`config.mk`:
```
export PLATFORM = sky130hd
export DESIGN_NAME = amd_ctrl
export DESIGN_NICKNAME = d
export VERILOG_FILES = /design/src/hdl/adjacency_matrix_degree_defines.svh /design/src/hdl/amd_pkg.sv /design/src/hdl/amd_ctrl.sv
export SDC_FILE = /design/constraint.sdc
export NUM_CORES = 1
export LEC_CHECK = 0
export ABC_AREA = 1
export BUFFER_PORTS_ARGS = -buffer_cell sky130_fd_sc_hd__buf_2
export CORE_ASPECT_RATIO = 1.75
export CORE_MARGIN = 2
export CORE_UTILIZATION = 59
export CTS_BUF_LIST = sky130_fd_sc_hd__clkbuf_2
export CTS_CLUSTER_DIAMETER = 120
export DETAILED_ROUTE_END_ITERATION = 16
export PLACE_DENSITY = 0.89
export SLEW_MARGIN = 20
export SYNTH_ARGS = -nofsm -noshare
export SYNTH_HDL_FRONTEND = slang
export SYNTH_SLANG_ARGS = --single-unit
```
`constraint.sdc`:
```
create_clock -name i_clk -period 5.3 [get_ports i_clk]
set_input_delay 1.06 -clock i_clk [delete_from_list [all_inputs] [get_ports i_clk]]
set_output_delay 1.06 -clock i_clk [all_outputs]
set_load 0.01 [all_outputs]
```
`src/hdl/adjacency_matrix_degree_defines.svh`:
```
// assertion macros shared by the adjacency matrix degree block
`ifndef ADJACENCY_MATRIX_DEGREE_DEFINES_SVH
`define ADJACENCY_MATRIX_DEGREE_DEFINES_SVH

`ifndef SYNTH

`define AMD_ASSERT_IMP(name, clk, rst_n, ante, cons) \
    name: assert property (@(posedge clk) disable iff (!rst_n) (ante) |-> (cons)) \
        else $error("assertion failed");

`define AMD_ASSERT_NXT(name, clk, rst_n, ante, cons) \
    name: assert property (@(posedge clk) disable iff (!rst_n) (ante) |=> (cons)) \
        else $error("assertion failed");

`else

`define AMD_ASSERT_IMP(name, clk, rst_n, ante, cons)

`define AMD_ASSERT_NXT(name, clk, rst_n, ante, cons)

`endif

`endif

```
`src/hdl/amd_pkg.sv`:
```
// shared types and constants of the adjacency matrix degree block
package amd_pkg;

    localparam int NO_EDGE    = 100;
    localparam int MODE_W     = 2;
    localparam int VERTEX_W   = 5;
    localparam int COST_W     = 16;
    localparam int STATUS_W   = 2;
    localparam int DEGREE_W   = 6;
    localparam int DEGREE_MAX = 31;

    typedef enum logic [MODE_W-1:0] {
        MODE_ADD_VERTEX  = 2'd0,
        MODE_INSERT_EDGE = 2'd1,
        MODE_DEGREE      = 2'd2
    } t_mode;

    typedef enum logic [STATUS_W-1:0] {
        ST_OK    = 2'd0,
        ST_FULL  = 2'd1,
        ST_RANGE = 2'd2
    } t_status;

    typedef enum logic [2:0] {
        S_CLEAR,
        S_IDLE,
        S_WRITE_B,
        S_SCAN,
        S_DRAIN,
        S_RESULT
    } t_state;

    typedef struct packed {
        logic                       vld;
        t_status                    status;
        logic signed [DEGREE_W-1:0] degree;
    } t_result;

endpackage

```
`src/hdl/amd_ctrl.sv`:
```
// sequencer: clearing pass, vertex count, edge writes and row scan for degree queries
module amd_ctrl import amd_pkg::*; #(
    parameter int MAX_VERTICES = 32,
    parameter int WEIGHT_WIDTH = 16,
    localparam int RW = $clog2(MAX_VERTICES),
    localparam int CW = $clog2(MAX_VERTICES + 1),
    localparam int AW = $clog2(MAX_VERTICES * MAX_VERTICES)
) (
    input  logic                    i_clk,
    input  logic                    i_rst_n,
    input  logic                    i_in_valid,
    output logic                    o_in_stall,
    input  logic [MODE_W-1:0]       i_mode,
    input  logic [VERTEX_W-1:0]     i_vertex_a,
    input  logic [VERTEX_W-1:0]     i_vertex_b,
    input  logic signed [COST_W-1:0] i_edge_cost,
    input  logic                    i_out_free,
    output t_result                 o_result,
    output logic                    o_mem_we,
    output logic [AW-1:0]           o_mem_waddr,
    output logic [WEIGHT_WIDTH-1:0] o_mem_wdata,
    output logic [AW-1:0]           o_mem_raddr,
    input  logic [WEIGHT_WIDTH-1:0] i_mem_rdata
);

    function automatic logic [AW-1:0] f_addr(input logic [RW-1:0] row,
                                             input logic [RW-1:0] col);
        f_addr = AW'(row) * AW'(MAX_VERTICES) + AW'(col);
    endfunction

    t_state                  r_state, n_state;
    logic [RW-1:0]           r_row, n_row;
    logic [RW-1:0]           r_col, n_col;
    logic [CW-1:0]           r_vcount, n_vcount;
    logic [CW-1:0]           r_cnt, n_cnt;
    t_status                 r_status, n_status;
    logic                    r_is_query, n_is_query;
    logic [WEIGHT_WIDTH-1:0] r_wdata, n_wdata;
    logic                    r_rd_vld, n_rd_vld;

    t_mode                      w_mode;
    logic                       w_accept;
    logic                       w_a_in_range;
    logic                       w_b_in_range;
    logic                       w_a_in_matrix;
    logic [WEIGHT_WIDTH-1:0]    w_cost;
    logic                       w_hit;
    logic                       w_clr_row_end;
    logic                       w_clr_col_end;
    logic                       w_scan_end;
    logic signed [DEGREE_W-1:0] w_degree;

    assign w_mode        = t_mode'(i_mode);
    assign w_accept      = i_in_valid && (r_state == S_IDLE);
    assign w_a_in_range  = 32'(i_vertex_a) < 32'(r_vcount);
    assign w_b_in_range  = 32'(i_vertex_b) < 32'(r_vcount);
    assign w_a_in_matrix = 32'(i_vertex_a) < MAX_VERTICES;
    // sign extend the cost, then keep the stored width
    assign w_cost        = WEIGHT_WIDTH'(i_edge_cost);
    assign w_hit         = r_rd_vld && (i_mem_rdata != WEIGHT_WIDTH'(NO_EDGE));
    assign w_clr_row_end = 32'(r_row) == MAX_VERTICES - 1;
    assign w_clr_col_end = 32'(r_col) == MAX_VERTICES - 1;
    assign w_scan_end    = 32'(r_col) == 32'(r_vcount) - 1;

    // diagonal counts as one entry, so subtract it; saturate at the field limit
    assign w_degree = (32'(r_cnt) > DEGREE_MAX + 1) ? DEGREE_W'(DEGREE_MAX)
                                                    : DEGREE_W'(r_cnt) - DEGREE_W'(1);

    // next state
    always_comb begin
        n_state    = r_state;
        n_row      = r_row;
        n_col      = r_col;
        n_vcount   = r_vcount;
        n_cnt      = r_cnt;
        n_status   = r_status;
        n_is_query = r_is_query;
        n_wdata    = r_wdata;
        n_rd_vld   = (r_state == S_SCAN);
        if (w_hit) begin
            n_cnt = r_cnt + CW'(1);
        end
        unique case (r_state)
            S_CLEAR: begin
                if (w_clr_col_end) begin
                    n_col = '0;
                    if (w_clr_row_end) begin
                        n_state = S_IDLE;
                    end else begin
                        n_row = r_row + RW'(1);
                    end
                end else begin
                    n_col = r_col + RW'(1);
                end
            end
            S_IDLE: begin
                if (i_in_valid) begin
                    n_cnt      = '0;
                    n_is_query = 1'b0;
                    n_status   = ST_OK;
                    n_state    = S_RESULT;
                    unique case (w_mode)
                        MODE_ADD_VERTEX: begin
                            if (32'(r_vcount) >= MAX_VERTICES) begin
                                n_status = ST_FULL;
                            end else begin
                                n_vcount = r_vcount + CW'(1);
                            end
                        end
                        MODE_INSERT_EDGE: begin
                            if (!(w_a_in_range && w_b_in_range)) begin
                                n_status = ST_RANGE;
                            end else begin
                                // mirrored entry is written in the next cycle
                                n_row   = RW'(i_vertex_b);
                                n_col   = RW'(i_vertex_a);
                                n_wdata = w_cost;
                                n_state = S_WRITE_B;
                            end
                        end
                        MODE_DEGREE: begin
                            if (!w_a_in_matrix) begin
                                n_status = ST_RANGE;
                            end else begin
                                n_is_query = 1'b1;
                                if (r_vcount != '0) begin
                                    n_row   = RW'(i_vertex_a);
                                    n_col   = '0;
                                    n_state = S_SCAN;
                                end
                            end
                        end
                        default: begin
                        end
                    endcase
                end
            end
            S_WRITE_B: begin
                n_state = S_RESULT;
            end
            S_SCAN: begin
                if (w_scan_end) begin
                    n_state = S_DRAIN;
                end else begin
                    n_col = r_col + RW'(1);
                end
            end
            S_DRAIN: begin
                n_state = S_RESULT;
            end
            S_RESULT: begin
                if (i_out_free) begin
                    n_state = S_IDLE;
                end
            end
            default: begin
                n_state = S_IDLE;
            end
        endcase
    end

    // outputs
    always_comb begin
        o_in_stall  = (r_state != S_IDLE);
        o_mem_we    = 1'b0;
        o_mem_waddr = f_addr(r_row, r_col);
        o_mem_wdata = r_wdata;
        o_mem_raddr = f_addr(r_row, r_col);
        unique case (r_state)
            S_CLEAR: begin
                o_mem_we    = 1'b1;
                o_mem_wdata = (r_row == r_col) ? '0 : WEIGHT_WIDTH'(NO_EDGE);
            end
            S_IDLE: begin
                if (w_accept && (w_mode == MODE_INSERT_EDGE)
                        && w_a_in_range && w_b_in_range) begin
                    o_mem_we    = 1'b1;
                    o_mem_waddr = f_addr(RW'(i_vertex_a), RW'(i_vertex_b));
                    o_mem_wdata = w_cost;
                end
            end
            S_WRITE_B: begin
                o_mem_we = 1'b1;
            end
            default: begin
            end
        endcase
        o_result.vld    = (r_state == S_RESULT);
        o_result.status = r_status;
        o_result.degree = r_is_query ? w_degree : '0;
    end

    always_ff @(posedge i_clk) begin
        if (!i_rst_n) begin
            r_state    <= S_CLEAR;
            r_row      <= '0;
            r_col      <= '0;
            r_vcount   <= '0;
            r_cnt      <= '0;
            r_status   <= ST_OK;
            r_is_query <= 1'b0;
            r_rd_vld   <= 1'b0;
        end else begin
            r_state    <= n_state;
            r_row      <= n_row;
            r_col      <= n_col;
            r_vcount   <= n_vcount;
            r_cnt      <= n_cnt;
            r_status   <= n_status;
            r_is_query <= n_is_query;
            r_rd_vld   <= n_rd_vld;
        end
    end

    always_ff @(posedge i_clk) begin
        r_wdata <= n_wdata;
    end

endmodule

```
==> results.toml <==
[status]
outcome = "finished, final reports clean"

[floorplanning]
dieWidth_um = 61.80
core_area_um2 = 5630
floorplan.initialDensity_pct = 61.27
placement_rows = 36
die-height_um = 105.2
fp.dieArea_um2 = 6498
top_level_ports = 95

[sta]
layout_worst_path_cycle_share_pct = 80.02
report.final.hold_viol_count = 0
fin_crit_period_ns = 4.241
grt_setup_unrepaired = "no"
skew_ns = 0.02972
tightest_slew_ns = 0.7010
timing.fmax_ghz = 0.2358
finalSetupTns_ns = 0
slew_headroom_pct = 53.27
setup_viol = 0
final_number_of_max_transition_violations = 0

[drt]
drt_iter0_drc = 249
wirelength_met1_um = 3561
routed-wl-met2_um = 5083
dr_total_vias = 3801
post_drt_wl_per_cell_um = 14.39
drc = 0
per_cell_via_count_in_the_routed_design = 5.606
top_layer = "met4"
drt_wl_total_um = 9755
detailroute.wirelength.met3_um = 644
drt_first_pass_iters = 7
antenna_left = 0

[global_route]
antenna_found_initial = 0
global_route.usage.total_pct = 31.18
first_global_vias = 3620
grt_max_degree = 53
grt_first_pass_wirelength_um = 15730
grt.overflow.total = 0

[cells_and_area]
synthToLayoutAreaGrowth_pct = 16.00
final_layout_size_suffix_gt1_share_pct = 21.26
layout.nets = 669
utilization_pct = 71.07
diodes = 0

[setup_path]
critical_path_arrival_ns = 3.18
worst-setup-path-type = "in2out"
crit_path_cell_trace = "buf_2 -> ha_1 -> inv_1 -> nor2_1 -> nand2_1 -> nand2_1 -> a21oi_1 -> inv_1 -> nor2_8 -> inv_4 -> nor2_1 -> o21ai_0 -> buf_2"
critPathMaxFanout = 52
required_ns = 4.24
crit_family = "simple AND/OR/NAND/NOR gates"
endpoint_kind = "primary output"
cp_peak_stage_delay_ns = 0.58
worstPathBufferInverterCount = 5
worst_path_max_delay_cell = "sky130_fd_sc_hd__nor2_8"
timing.critical_path.from_type = "input port"

[clock_network]
ctsLongestPathBuffers = 2
cts_sinks = 45
cts.repair.resized = 0
cts-hold-fix-buffers = 0
post_cts_buffers = 0
cts.htree.levels = 2
numCtsBuffers = 5
clk_transition_reported_paths_ns = 0.21
clock_insertion_delay_worst_skew_ns = 0.45
clockRootBuffer = "sky130_fd_sc_hd__clkbuf_2"
tritoncts = "done"

[placed_design]
gpl.final_weighted_congestion = 0.9387
buffer_ports.inserted = 94
dp_hpwl_um = 7565

[logic_synthesis]
synth.avg_cell_area_um2 = 6.737
yosysTopAreaCellShare_pct = 16.83
synth-seq-area-share_pct = 30.76
synth_area_um2 = 3450
synthDominantAreaCellType = "sky130_fd_sc_hd__dfxtp_1"
synth-edff-count = 16
yosys-top-cells-area = "sky130_fd_sc_hd__dfxtp_1, sky130_fd_sc_hd__nand2_1, sky130_fd_sc_hd__edfxtp_1"
syn_inst = 512
synthMostInstantiatedCell = "sky130_fd_sc_hd__nand2_1"
synth_common_cells = "sky130_fd_sc_hd__nand2_1, sky130_fd_sc_hd__nor2_1, sky130_fd_sc_hd__inv_1, sky130_fd_sc_hd__o21ai_0, sky130_fd_sc_hd__dfxtp_1"
postSynthRegisterBits = 45
synthDistinctLibCells = 45
async_flop_share_pct = 0
synth_flop_cell = "sky130_fd_sc_hd__dfxtp_1"
synth.net_count = 580
yosysWarningCount = 0

[power_and_ir_drop]
worst_ir_drop_on_vdd_v = 0.00009415
static-leakage-power_nw = 2.012
pwr_density_cell_nw_per_um2 = 160.4

[min_path]
worst_hold_path_type = "reg2reg"

[run]
max_cap_violations = 0
[flip-flops by register name, indices dropped and copies added (netlist names)]
register and cells:
r_status 2, r_state 3, r_rd_vld 1, r_col 5, r_wdata 16, r_row 5
r_vcount 6, r_cnt 6, r_is_query 1
[worst reg2reg max path, delay by kind of cell (launching register included)]
family / cells / cell delay (ns)
and+or+nand+nor: 5 / 0.78
buffers and inverters: 2 / 0.32
DFF: 1 / 0.48
AOI/OAI and AO/OA: 1 / 0.17
adders and majority gates: 1 / 0.33
[cell families after synthesis]
| kind of cell | Yosys count | synth area share (%) |
|---|---|---|
| multiplexers | 2 | 0.5804 |
| AO/OA/AOI/OAI | 92 | 15.38 |
| buffers and inverters | 80 | 9.793 |
| flip-flops | 45 | 30.76 |
| adder cells (fa/ha/maj) | 20 | 7.254 |
| AND/OR/NAND/NOR | 263 | 33.70 |
| XOR/XNOR | 10 | 2.539 |
[metrics by stage]
stage          cell area [um2]  power [mW]  cells  setup WS [ns]  hold slack [ns]
5_1_grt                   4001      0.6680    678         0.7466           0.5127
4_1_cts                   4001      0.6431    678          1.084           0.4844
3_3_place_gp              3935      0.4537    670          1.165           0.4558
2_1_floorplan             3450      0.4142    512          1.727           0.4827
3_5_place_dp              3935      0.4560    670          1.086           0.4596
6_report                  4001      0.6419    678          1.059           0.4814
[power breakdown]
part,internal (mW),switching [mW]
logic,0.0361,0.0493
registers,0.360,0.00474
clock network,0.0779,0.114
total,0.474,0.168
[routing by layer]
metal | GRT usage (%) | vias to the layer above
met5 | 0 | -
met4 | 18.69 | 0
met3 | 4.208 | 44
met2 | 54.14 | 192
met1 | 33.33 | 1707
li1 | - | 1858
[placed cells by master (no fill, tap or decap), types with 2 or more instances in the layout]
cell                       instances
sky130_fd_sc_hd__nand2_2           4
sky130_fd_sc_hd__nand3_4           2
sky130_fd_sc_hd__ha_1             20
sky130_fd_sc_hd__edfxtp_1         16
sky130_fd_sc_hd__mux2i_1           2
sky130_fd_sc_hd__nor3_1            7
sky130_fd_sc_hd__o22ai_1           4
sky130_fd_sc_hd__o31ai_1           3
sky130_fd_sc_hd__inv_2             6
sky130_fd_sc_hd__buf_2            94
sky130_fd_sc_hd__a21oi_1          25
sky130_fd_sc_hd__dfxtp_1          29
sky130_fd_sc_hd__nand4_1          11
sky130_fd_sc_hd__nand2_4           2
sky130_fd_sc_hd__nand2_1         141
sky130_fd_sc_hd__o21ai_1          10
sky130_fd_sc_hd__xor2_1            6
sky130_fd_sc_hd__xnor2_1           4
sky130_fd_sc_hd__inv_1            60
sky130_fd_sc_hd__o21ai_0          36
sky130_fd_sc_hd__nand3_1          22
sky130_fd_sc_hd__nor2_1           64
sky130_fd_sc_hd__nor3b_1           2
sky130_fd_sc_hd__nand3_2           2
sky130_fd_sc_hd__clkbuf_2          5
sky130_fd_sc_hd__a221oi_1          2
sky130_fd_sc_hd__a21oi_2           2
sky130_fd_sc_hd__clkinv_1          2
sky130_fd_sc_hd__a211oi_1          2
[layout make-up]
type / instances / area, um2
fillers: 519 / 1629
clock buffers: 5 / 25.02
flip-flops and latches: 45 / 1061
well taps: 76 / 95.09
inverters: 68 / 257.7
clock inverters: 3 / 41.29
multi-input cells: 387 / 2051
repair buffers: 94 / 470.5
[final timing paths]
check	startpoint	endpoint	slack, ns	cells after the start
max	i_vertex_b[4]	o_mem_wdata[1]	1.06	13
min	r_status[0]	r_status[0]	0.48	2
max reg2reg	r_vcount[3]	r_wdata[1]	2.88	9
min reg2reg	r_status[0]	r_status[0]	0.48	2
Power figures use the tool's default switching activity.
